--- config.mk ---
export PLATFORM = sky130hd
export DESIGN_NAME = cr_limit
export DESIGN_NICKNAME = d
export VERILOG_FILES = /design/src/hw/rtl/cr_pkg.sv /design/src/hw/rtl/cr_limit.sv
export SDC_FILE = /design/constraint.sdc
export NUM_CORES = 1
export LEC_CHECK = 0
export BUFFER_PORTS_ARGS = -buffer_cell sky130_fd_sc_hd__buf_2
export CAP_MARGIN = 40
export CORE_ASPECT_RATIO = 1.75
export CORE_UTILIZATION = 55
export CTS_CLUSTER_SIZE = 30
export DETAILED_ROUTE_END_ITERATION = 12
export PLACE_DENSITY = 0.79
export SYNTH_ARGS = -nofsm -noshare
export SYNTH_HDL_FRONTEND = slang
export SYNTH_SLANG_ARGS = --single-unit
--- constraint.sdc ---
create_clock -name clk -period 9.2 [get_ports clk]
set_input_delay 0.46 -clock clk [delete_from_list [all_inputs] [get_ports clk]]
set_output_delay 0.46 -clock clk [all_outputs]
set_load 0.05 [all_outputs]
--- src/hw/rtl/cr_pkg.sv ---
`default_nettype none

package cr_pkg;

    // Field and datapath widths.
    localparam int SAMPLE_BITS  = 24;
    localparam int LINE_BITS    = SAMPLE_BITS + 2;
    localparam int GAIN_BITS    = 17;
    localparam int COEF_BITS    = 20;
    localparam int DELAY_BITS   = 7;
    localparam int ACTIVE_BITS  = 4;
    localparam int FILT_BITS    = 2;
    localparam int CFG_BITS     = 60;
    localparam int CFG_IDX_BITS = 3;
    localparam int OPA_BITS     = 34;
    localparam int OPB_BITS     = 20;
    localparam int ACC_BITS     = 56;

    typedef logic signed [SAMPLE_BITS-1:0] sample_t;
    typedef logic signed [LINE_BITS-1:0]   line_t;
    typedef logic signed [OPA_BITS-1:0]    opa_t;
    typedef logic signed [OPB_BITS-1:0]    opb_t;
    typedef logic signed [ACC_BITS-1:0]    acc_t;

    // Configuration register indexes.
    typedef enum logic [CFG_IDX_BITS-1:0] {
        REG_WET,
        REG_DRY,
        REG_FEEDBACK,
        REG_DELAY,
        REG_ACTIVE,
        REG_FILTERS,
        REG_LOWPASS,
        REG_HIGHPASS
    } cfg_reg_t;

    // Output scaling constants in Q0.16.
    localparam opb_t SUM_SCALE  = 20'sd6554;
    localparam opb_t DIRECT_MIX = 20'sd39322;
    localparam opb_t CROSS_MIX  = 20'sd26214;

    localparam acc_t LINE_HI   = acc_t'(2 ** (LINE_BITS - 1) - 1);
    localparam acc_t LINE_LO   = acc_t'(-(2 ** (LINE_BITS - 1)));
    localparam acc_t SAMPLE_HI = acc_t'(2 ** (SAMPLE_BITS - 1) - 1);
    localparam acc_t SAMPLE_LO = acc_t'(-(2 ** (SAMPLE_BITS - 1)));

    // Control word of the shared multiply-accumulate unit.
    typedef struct packed {
        logic en;
        logic clear;
        logic rnd;
        logic sub;
        logic load;
    } mac_op_t;

    // Biquad history of one channel.
    typedef struct packed {
        line_t x1;
        line_t x0;
        line_t y1;
        line_t y0;
    } bq_hist_t;

    // Drop 16 fraction bits, rounding to nearest with ties upward.
    function automatic acc_t rnd16(input acc_t v);
        acc_t t;
        t = v + acc_t'(32768);
        return t >>> 16;
    endfunction

    function automatic line_t sat_line(input acc_t v);
        line_t r;
        if (v > LINE_HI)
            r = line_t'(LINE_HI);
        else if (v < LINE_LO)
            r = line_t'(LINE_LO);
        else
            r = line_t'(v);
        return r;
    endfunction

    function automatic sample_t sat_sample(input acc_t v);
        sample_t r;
        if (v > SAMPLE_HI)
            r = sample_t'(SAMPLE_HI);
        else if (v < SAMPLE_LO)
            r = sample_t'(SAMPLE_LO);
        else
            r = sample_t'(v);
        return r;
    endfunction

endpackage

`default_nettype wire

--- src/hw/rtl/cr_limit.sv ---
`default_nettype none

module cr_limit #(
    parameter int LINE_DEPTH = 65536
) (
    input  logic                                   clk,
    input  logic [3:0]                             comb_idx,
    input  logic [cr_pkg::DELAY_BITS-1:0]          delay,
    output logic [$clog2(LINE_DEPTH)-1:0]          limit
);

    import cr_pkg::*;

    localparam int SCALE_BITS = 25;
    localparam int KW       = $clog2(LINE_DEPTH + 1) + SCALE_BITS;
    localparam int PW       = KW + DELAY_BITS + 1;
    localparam int UW       = PW - 24;
    localparam int QW       = UW - 6;
    localparam int POS_BITS = $clog2(LINE_DEPTH);
    localparam longint unsigned RECIP = (64'd1 << UW) / 64'd102;

    // Line shrink factors, round(2^24 / 1.1^j).
    localparam logic [SCALE_BITS-1:0] LEN_SCALE [16] = '{
        25'd16777216, 25'd15252015, 25'd13865468, 25'd12604971,
        25'd11459064, 25'd10417331, 25'd9470301,  25'd8609365,
        25'd7826695,  25'd7115177,  25'd6468343,  25'd5880312,
        25'd5345738,  25'd4859762,  25'd4417965,  25'd4016332
    };

    function automatic logic [KW-1:0] k_of(input logic [3:0] idx);
        return KW'(LINE_DEPTH) * KW'(LEN_SCALE[idx]);
    endfunction

    logic [PW-1:0]       p_reg;
    logic [UW-1:0]       u;
    logic [UW-1:0]       u_reg;
    logic [UW+QW-1:0]    uq;
    logic [QW-1:0]       q0_reg;
    logic [UW-1:0]       rem;
    logic [QW-1:0]       q;
    logic [POS_BITS-1:0] limit_reg;
    logic [DELAY_BITS:0] d1;

    // Divide by 102 through a reciprocal, then fix the quotient by one step.
    always_comb
    begin
        d1  = {1'b0, delay} + (DELAY_BITS + 1)'(1);
        u   = p_reg[PW-1:24];
        uq  = {{QW{1'b0}}, u} * (UW + QW)'(RECIP);
        rem = u_reg - UW'(q0_reg) * UW'(102);
        q   = (rem >= UW'(102)) ? q0_reg + QW'(1) : q0_reg;
    end

    always_ff @(posedge clk)
    begin
        p_reg  <= PW'(d1) * PW'(k_of(comb_idx));
        u_reg  <= u;
        q0_reg <= uq[UW+QW-1:UW];
        if (q > QW'(LINE_DEPTH - 1))
            limit_reg <= POS_BITS'(LINE_DEPTH - 1);
        else
            limit_reg <= POS_BITS'(q);
    end

    assign limit = limit_reg;

endmodule

`default_nettype wire

Word-level counts from Yosys, hierarchy flattened --
Memories as Yosys holds them, arrays and structs flattened. Cells that the tools add are included.
Storage, ports and cells: bits of input ports 12, logic and storage cells 18, output and inout bits 16, memories kept 1, memory bits (read-only) 400, register bits after elaboration 96
Memories:
- (no name shown) | words 16, width 25, rd ports 1, clocked after memory_dff 0, write ports 0, RTL line cr_limit.sv:31 | return KW'(LINE_DEPTH) * KW'(LEN_SCALE[idx]);
Cells by class: bitwise gates (word level) 1, mux-type cells 3, $lt $le $gt $ge 3, multipliers 3, add/subtract/negate cells 3
Operator list (count):
- $mux W25 | 2
- $mul A26 B19 Y45 const B | 1
- $mul A8 B25 Y33 | 1
- $ge A26 B7 Y1 const B | 1
- $sub A26 B26 Y26 | 1
- $mul A20 B6 Y25 const B | 1
- $add A20 B1 Y20 const B | 1
- $gt A20 B16 Y1 const B | 1
- $mux W20 | 1
- $add A7 B1 Y8 const B | 1
- $ge A5 B5 Y1 const B | 1
- $not A4 Y5 | 1

Logic depth before layout (Yosys ltp) --
Gate-level depths: netlist of run 1.
depth in word-level cells 5, depth in mapped cells 32, depth with buffers taken out 30

Worst setup path after synthesis of run 1 --
Ideal clock, no wire load.
kind register to register, start register q0_reg[0], end register limit_reg[0], in the netlist limit[0], buffers on the path 2, arrival 6195 ps, stages on the path, launching flop included 29, setup time 128 ps, period minus slack after synthesis 6322 ps, required time 9072 ps, slack 2878 ps, cells stage by stage dfxtp_1 ha_1 ha_1 fa_1 ha_1 nor2b_1 o21ai_0 a21oi_1 o21ai_0 a21oi_1 o21ai_0 a21boi_0 o211ai_1 a31oi_1 xnor2_1 ha_1 clkbuf_1 nor2b_1 a2111oi_4 nand4_1 a2111oi_2 nand4_1 nor4_1 nand4_1 or3b_4 o31ai_4 a211o_4 buf_12 o211ai_2
Between the ends: longest elaborated chain between the ends 5, elaborated cells between the ends (all ways) 6, classes of those cells add/sub (2); mul (1); order compare (2); mux (1)
RTL lines:
- from (decl) | RTL line cr_limit.sv:38 | logic [QW-1:0] q0_reg;
- from (signal assigned) | RTL line cr_limit.sv:58 | q0_reg <= uq[UW+QW-1:UW];
- $mul A20 B6 Y25 | RTL line cr_limit.sv:50 | rem = u_reg - UW'(q0_reg) * UW'(102);
- $sub A26 B26 Y26 | RTL line cr_limit.sv:50
- $ge A26 B7 Y1 | RTL line cr_limit.sv:51 | q = (rem >= UW'(102)) ? q0_reg + QW'(1) : q0_reg;
- $mux W20 (*) | RTL line cr_limit.sv:51
- $gt A20 B16 Y1 | RTL line cr_limit.sv:59 | if (q > QW'(LINE_DEPTH - 1))
- to (signal assigned) | RTL line cr_limit.sv:60 | limit_reg <= POS_BITS'(LINE_DEPTH - 1);
- to (signal assigned) | RTL line cr_limit.sv:62 | limit_reg <= POS_BITS'(q);
- to (decl) | RTL line cr_limit.sv:41 | logic [POS_BITS-1:0] limit_reg;
Every way passes the cells marked *; elsewhere a longest branch is shown, timed or not. A chain may end at the register's enable or synchronous reset.

Worst setup path after layout of run 1 --
start register q0_reg[0], end register limit_reg[8], in the netlist limit[8]
Same word-level chain as after synthesis.

==> reports/results.ini, run 1 <==
[outcome]
status = finished, final reports clean

[sta]
rsz0062_at_grt = false
hold_viol = 0
clock_skew_ns = 0.00880
max_slew_margin_pct = 37.8
worst_pin_slew_ns = 0.932
timing.final.crit_share_pct = 82.1
clock.fmax_mhz = 132
fin_setup_tns_ns = 0
slew_violations = 0
setup_viol = 0
fin_crit_ns = 7.55

[routing]
first_pass_iters = 5
vias = 13400
wl_per_cell_microns = 19.9
viasPerCell = 5.81
drt_iter0_markers = 430
drc = 0
wl_mm = 46.0
postRouteAntennaNets = 0

[die]
die_area_sq_mm = 0.0317
initial_core_util_pct = 56.2
io_pins = 28
coreArea_sq_mm = 0.0303
num_rows = 84
die_y_microns = 235
die_w_microns = 135

[finish]
largest_reg_flops = 25
layout_commonest_cell = inv_1
final_cell_mix = 334 x inv_1, 292 x ha_1, 231 x fa_1
syn_to_final_growth_pct = 5.32
nFillCells = 2657
antenna_cells = 0
drive_above_1_share_pct = 5.94
nNetsFinal = 2450

[clocking]
cts_buffers = 9
ctsResizeCount = 0
post_cts_buffers = 0
cts.path.max_buffers = 2
cts_sinks = 85
clock-root-buffer = clkbuf_16
cts_hold_buf = 0
cts_tree = done
clk_latency_ns = 0.35
path_clk_slew_ns = 0.07
cts_htree_levels = 3

[grt]
grt_pass1_wl_mm = 74.6
antenna_found_initial = 0
grt_pass1_vias = 14700
grt_overflow = 0
track_usage_pct = 30.6
grt_max_degree = 53

[critical_path]
critPathKind = reg -> reg
worst_setup_path_end_kind = flip-flop
arrival_ns = 7.75
slowest_delay_ns = 0.74
path_max_fanout = 16
worstReg2RegStart = q0_reg[0]
worstSetupStartpoint = q0_reg[0]
cp.required_ns = 9.40
cpMaxStageDelayCell = a211oi_4
start_kind = flip-flop
reg2reg_depth = 26

[synth]
yosysTopAreaCell = fa_1
ys_seq_area_share_pct = 10.0
synth_area_leaders = fa_1 27%, ha_1 21%, dfxtp_1 10%
synth_edf_count = 0
ys.warnings.count = 0
async_reset_ff_share_pct = 0
yosysTopAreaCellShare_pct = 27.2
ys.flop_type = dfxtp_1
syn-num-nets = 2433
syn-instance-count = 1898
syn_area_sq_mm = 0.0170
yosysUniqueCellTypes = 89
ys_ff_latch = 85
synth_area_per_cell_sq_um = 8.97

[placement]
hpwl_mm = 39.6
gp_congestion = 1.01
port_buffers = 27

[min_path]
min_path_type = reg -> reg
min_path_cells = 0
min_from = p_reg[28]

[job]
cap_violations = 0

path summary, 6_finish.rpt:
kind	slack [ns]	to
worst max register to register	1.65	limit[8]
worst min-delay path	0.40	u_reg[4]
worst min register to register	0.40	u_reg[4]
worst max-delay path	1.65	limit[8]
cell type report:
class / count / area (sq um) / share of cell area [%]
Multi-Input combinational cell: 1439 / 13900 / 77.6
Sequential cell: 85 / 1700 / 9.49
Inverter: 335 / 1260 / 7.02
Tap cell: 387 / 484 / 2.70
Timing Repair Buffer: 45 / 274 / 1.53
Clock buffer: 9 / 225 / 1.26
Clock inverter: 7 / 80.1 / 0.447
routing by layer:
| metal | GRT usage [%] | share of wire (%) | vias to the layer above |
|---|---|---|---|
| met2 | 59.5 | 56 | 366 |
| met4 | 21.5 | 7.7 | 0 |
| li1 | - | - | 6317 |
| met5 | 0 | 0 | - |
| met1 | 28.5 | 34 | 6549 |
| met3 | 3.75 | 3.1 | 183 |
through the flow:
step	utilization [%]	instance area [sq um]	instances	setup slack, ns	hold slack [ns]
after CTS	59.2	17900	2307	1.72	0.407
after detailed placement	58.2	17600	2291	1.77	0.396
final	59.2	17900	2307	1.65	0.403
after floorplan	-	17000	1898	2.88	0.359
after global placement	58.1	17600	2286	1.87	0.392
after global routing	59.2	17900	2307	1.01	0.412
worst max-delay path: cells and delay by family, from the launching register on:
family / cells / cell delay, ns
compound gates: 12 / 3.11
flops: 1 / 0.45
buf+inv: 1 / 0.22
xor+xnor: 1 / 0.12
fa+ha+maj: 5 / 2.16
simple gates: 7 / 1.31
logic make-up after synthesis:
group	share of synthesized area, %
adders and majority gates	48.6
and+or+nand+nor	14.2
buffers and inverters	8.44
AOI/OAI and AO/OA	13.4
xor gates and xnor gates	4.99
DFF	10.0
muxes	0.368
cells in the mapped netlist, types with 5 or more instances:
cell type	n
o21ai_0	49
nand2b_1	42
o211ai_2	11
inv_1	334
o211ai_1	16
nor4_1	5
and2_1	18
or2_2	9
a21o_1	33
ha_1	292
o21a_1	17
a311oi_1	12
fa_1	231
clkbuf_1	25
and3_1	10
nand3_1	29
xor2_1	42
nand2_1	138
nor2b_1	22
nor3_1	26
dfxtp_1	85
o21bai_1	6
o21ai_1	5
a21oi_1	73
or3_1	9
o31ai_1	7
xnor2_1	55
nor2_1	158
a211oi_1	12
nand4_1	13
a31oi_1	12
buf_2	7
a31o_2	6
Power of run 1 is left out: the tool's default activity adds up to more than one toggle a clock period on the data nets, which glitch-free logic cannot reach.
==> run 2: changes to the inputs <==
clock period = 7.35 ns   (was 9.2 ns; I/O delays follow)
==> reports/results.ini, run 2 (synthesis results as in run 1) <==
[finish]
syn_to_final_growth_pct = 5.92
antenna_cells = 0  ; unchanged
layout_commonest_cell = inv_1
final_area_sq_mm = 0.0180  ; +0.57%
final_cell_mix = 334 x inv_1, 291 x ha_1, 231 x fa_1
drive_above_1_share_pct = 6.87  ; +0.94 points
largest_reg_flops = 25  ; unchanged
nNetsFinal = 2465  ; +0.61%
utilization_pct = 59.5  ; +0.33 points

[die]
die_area_sq_mm = 0.0317  ; unchanged
die_y_microns = 235  ; unchanged
coreArea_sq_mm = 0.0303  ; unchanged
die_w_microns = 135  ; unchanged
initial_core_util_pct = 56.2  ; unchanged
io_pins = 28  ; unchanged
num_rows = 84  ; unchanged

[grt]
antenna_found_initial = 0  ; unchanged
grt.busiest_layer = met2
grt_pass1_vias = 14900  ; +1.6%
globalRouteMet1Util_pct = 28.3  ; -0.25 points
grt_overflow = 0  ; unchanged
grt_max_degree = 34  ; -36%
track_usage_pct = 31.1  ; +0.55 points
use_met2_pct = 61.0  ; +1.5 points
grtUsageMet3_pct = 3.52  ; -0.24 points
grt_pass1_wl_mm = 75.5  ; +1.2%

[sta]
slew_violations = 0  ; unchanged
setup_ws_ns = 0.426  ; -1.22 ns
timing.final.crit_share_pct = 94.2  ; +12 points
clock_skew_ns = 0.0101  ; +0.00135 ns
setup_viol = 0  ; unchanged
clock.fmax_mhz = 144  ; +9.1%
fin_crit_ns = 6.92  ; -0.629 ns
fin_setup_tns_ns = 0  ; unchanged
hold_viol = 0  ; unchanged
max_slew_margin_pct = 33.1  ; -4.7 points
worst_pin_slew_ns = 0.997  ; +0.0655 ns

[clocking]
clk_latency_ns = 0.34  ; about the same
cts_tree = done
path_clk_slew_ns = 0.07  ; about the same
cts_sinks = 85  ; unchanged
clock-root-buffer = clkbuf_16
cts_buffers = 9  ; unchanged
cts_hold_buf = 0  ; unchanged
cts.path.max_buffers = 2  ; unchanged
cts_htree_levels = 3  ; unchanged

[critical_path]
cpMaxStageDelayCell = fa_1
cpMostUsedCell = ha_1
arrival_ns = 7.15  ; -0.60 ns
cp.required_ns = 7.57  ; -1.83 ns
worst_setup_path_end_kind = flip-flop
critPathKind = reg -> reg
path_max_fanout = 8  ; -8
slowest_delay_ns = 0.49  ; -0.25 ns
start_kind = flip-flop

[placement]
hpwl_mm = 40.3  ; +1.7%
gp_congestion = 0.975  ; -3.5%
place_area_sq_mm = 0.0177  ; +0.45%
port_buffers = 27  ; unchanged
pre_cts_slack_ns = 0.259  ; -1.51 ns

[routing]
postRouteAntennaNets = 0  ; unchanged
viasPerCell = 5.87  ; +0.98%
wl_per_cell_microns = 20.2  ; +1.5%
vias = 13600  ; +1.6%
wl_mm = 46.9  ; +2.1%
first_pass_iters = 5  ; unchanged
drt_iter0_markers = 602  ; +40%
drc = 0  ; unchanged

[job]
cap_violations = 0  ; unchanged

[outcome]
status = finished, final reports clean

[min_path]
min_path_type = reg -> reg

[run 2: changes by cell type in the layout (fill, tap and decap cells not counted), sizes merged]
cell	change
a211o	+1
buf	+14
bufinv	-1
clkbuf	+2
clkinv	+1
clkinvlp	+1
inv	-3
[run 2: critical path, delay by kind of cell, from the launching register on]
family                     cells  cell delay (ns)
adders and majority gates      5             1.78
buffers and inverters          2             0.25
DFF                            1             0.42
AOI/OAI and AO/OA             13             2.66
and+or+nand+nor                8             1.70
[run 2: final timing paths]
check / endpoint / from / slack [ns] / cells after the start
setup / recovery: limit[11] / q0_reg[0] / 0.43 / 28
hold / removal: u_reg[10] / p_reg[34] / 0.44 / 0
setup reg to reg: limit[11] / q0_reg[0] / 0.43 / 28
hold reg to reg: u_reg[10] / p_reg[34] / 0.44 / 0
[run 2: timing repair]
item,CTS,global route
endpoints found under the setup margin,0,16
endpoints found under the hold margin,0,0
gates resized for setup,0,10
setup buffers,0,1
[run 2: metal layers]
layer	wire [microns]	vias to the layer above	part of all wire, %
li1	-	6343	-
met1	15100	6686	32
met2	26100	402	56
met3	1600	204	3.4
met4	4200	0	9.0
met5	0	-	0
[run 2: through the flow]
stage               std cells  hold WS, ns
floorplan                1898        0.359
global placement         2303        0.436
detailed placement       2304        0.429
CTS                      2320        0.438
global route             2322        0.450
finish                   2322        0.443
[run 2: final cells by class]
| type | instances | area (sq um) |
|---|---|---|
| sequential | 85 | 1700 |
| clock buffer | 11 | 243 |
| multi-input combinational | 1440 | 13900 |
| timing repair buffer | 59 | 373 |
| fill | 2623 | 12200 |
| tap | 387 | 484 |
| clock inverter | 5 | 33.8 |
| inverter | 335 | 1260 |
Power of run 2 is left out for the same reason.
==> run 3: changes to the inputs <==
PLACE_DENSITY = 0.77   (was 0.79)
==> reports/results.ini, run 3 (synthesis results as in run 1) <==
[critical_path]
cp.required_ns = 7.59  ; +0.02 ns
arrival_ns = 7.18  ; +0.03 ns
r2r-end = limit[12]
rrSetupSlack_ns = 0.41  ; -0.02 ns
worstSetupStartpoint = q0_reg[5]
worstReg2RegStart = q0_reg[5]
critPathKind = reg -> reg
endpoint = limit[12]
worst_setup_path_end_kind = flip-flop
slowest_delay_ns = 0.52  ; +0.03 ns
start_kind = flip-flop
cpMostUsedCell = ha_1
path_max_fanout = 8  ; unchanged
reg2reg_depth = 28  ; unchanged
cpMaxStageDelayCell = or3b_4

[sta]
slew_violations = 0  ; unchanged
rsz0062_at_grt = false
max_slew_margin_pct = 36.0  ; +2.9 points
worst_pin_slew_ns = 0.954  ; -0.0435 ns
clock_skew_ns = 0.00703  ; -0.00312 ns
fin_crit_ns = 6.94  ; +0.0164 ns
clock.fmax_mhz = 144  ; -0.24%
hold_slack_ns = 0.443  ; +0.0000920 ns
setup_viol = 0  ; unchanged
fin_setup_tns_ns = 0  ; unchanged
hold_viol = 0  ; unchanged
timing.final.crit_share_pct = 94.4  ; +0.22 points

[clocking]
cts.path.max_buffers = 2  ; unchanged
cts_hold_buf = 0  ; unchanged
cts_sinks = 85  ; unchanged
cts_htree_levels = 3  ; unchanged
cts_buffers = 9  ; unchanged
clk_latency_ns = 0.35  ; about the same
clock-root-buffer = clkbuf_16
cts_tree = done
path_clk_slew_ns = 0.07  ; about the same

[routing]
viasPerCell = 5.86  ; -0.19%
first_pass_iters = 5  ; unchanged
wl_mm = 47.4  ; +1.1%
vias = 13600  ; +0.066%
drc = 0  ; unchanged
postRouteAntennaNets = 0  ; unchanged
drt_iter0_markers = 543  ; -9.8%
wl_per_cell_microns = 20.4  ; +0.79%

[die]
io_pins = 28  ; unchanged
initial_core_util_pct = 56.2  ; unchanged
die_w_microns = 135  ; unchanged
coreArea_sq_mm = 0.0303  ; unchanged
num_rows = 84  ; unchanged
die_y_microns = 235  ; unchanged
die_area_sq_mm = 0.0317  ; unchanged

[placement]
gp_congestion = 1.01  ; +4.0%
hpwl_mm = 41.1  ; +2.0%
port_buffers = 27  ; unchanged

[finish]
layout_commonest_cell = inv_1
syn_to_final_growth_pct = 6.78
nFillCells = 2648  ; +0.95%
largest_reg_flops = 25  ; unchanged
nNetsFinal = 2471  ; +0.24%
antenna_cells = 0  ; unchanged
final_cell_mix = 333 x inv_1, 288 x ha_1, 231 x fa_1
drive_above_1_share_pct = 7.62  ; +0.75 points

[min_path]
min_from = p_reg[35]
min_path_type = reg -> reg

[grt]
grt_overflow = 0  ; unchanged
grt_pass1_wl_mm = 76.7  ; +1.6%
grt_pass1_vias = 15000  ; +0.42%
grt_max_degree = 36  ; +5.9%
antenna_found_initial = 0  ; unchanged
track_usage_pct = 31.8  ; +0.71 points

[outcome]
status = finished, final reports clean

[job]
cap_violations = 0  ; unchanged

==> run 3: timing repair <==
item,CTS,global route
buffers inserted,0,1
endpoints found under the setup margin,0,16
resized for setup,0,23
==> run 3: worst max-delay path, delay by kind of cell, from the launching register on <==
family	cells	cell delay [ns]
flip-flops	1	0.35
AO/OA/AOI/OAI	13	2.68
buffers and inverters	2	0.10
adder cells (fa/ha/maj)	5	1.81
XOR/XNOR	2	0.36
AND/OR/NAND/NOR	6	1.52
==> run 3: area by class of cell <==
cell class                      instances  area [sq um]  share of cell area (%)
Inverter                              335          1260                    6.92
Tap cell                              387           484                    2.66
Multi-Input combinational cell       1440         14000                    76.9
Timing Repair Buffer                   65           422                    2.32
Clock inverter                          6          96.3                   0.530
Clock buffer                           10           229                    1.26
Sequential cell                        85          1710                    9.39
==> run 3: worst min path at each step <==
stage,end,slack [ns],depth (start not counted)
after CTS,u_reg[11],0.44,0
after global routing,u_reg[10],0.45,0
after floorplan,u_reg[2],0.36,0
final,u_reg[11],0.44,0
after detailed placement,u_reg[11],0.44,0
after global placement,u_reg[11],0.43,0
==> run 3: per-stage QoR <==
step                cell area [sq um]  setup WS (ns)  utilization, %  instances
global route                    18200        0.00802            60.0       2328
global placement                17700          0.302            58.6       2309
detailed placement              17700          0.178            58.6       2309
floorplan                       17000           1.03               -       1898
finish                          18200          0.410            60.0       2328
CTS                             18100          0.101            59.7       2325
==> run 3: per-layer routing <==
| layer | routed length (microns) | global-route usage [%] | vias up | share of wire [%] |
|---|---|---|---|---|
| met3 | 1600 | 4.12 | 233 | 3.4 |
| met5 | 0 | 0 | - | 0 |
| met2 | 25600 | 60.7 | 383 | 54 |
| met4 | 5300 | 29.7 | 0 | 11 |
| li1 | - | - | 6358 | - |
| met1 | 14900 | 27.7 | 6670 | 31 |
Power of run 3 is left out for the same reason.
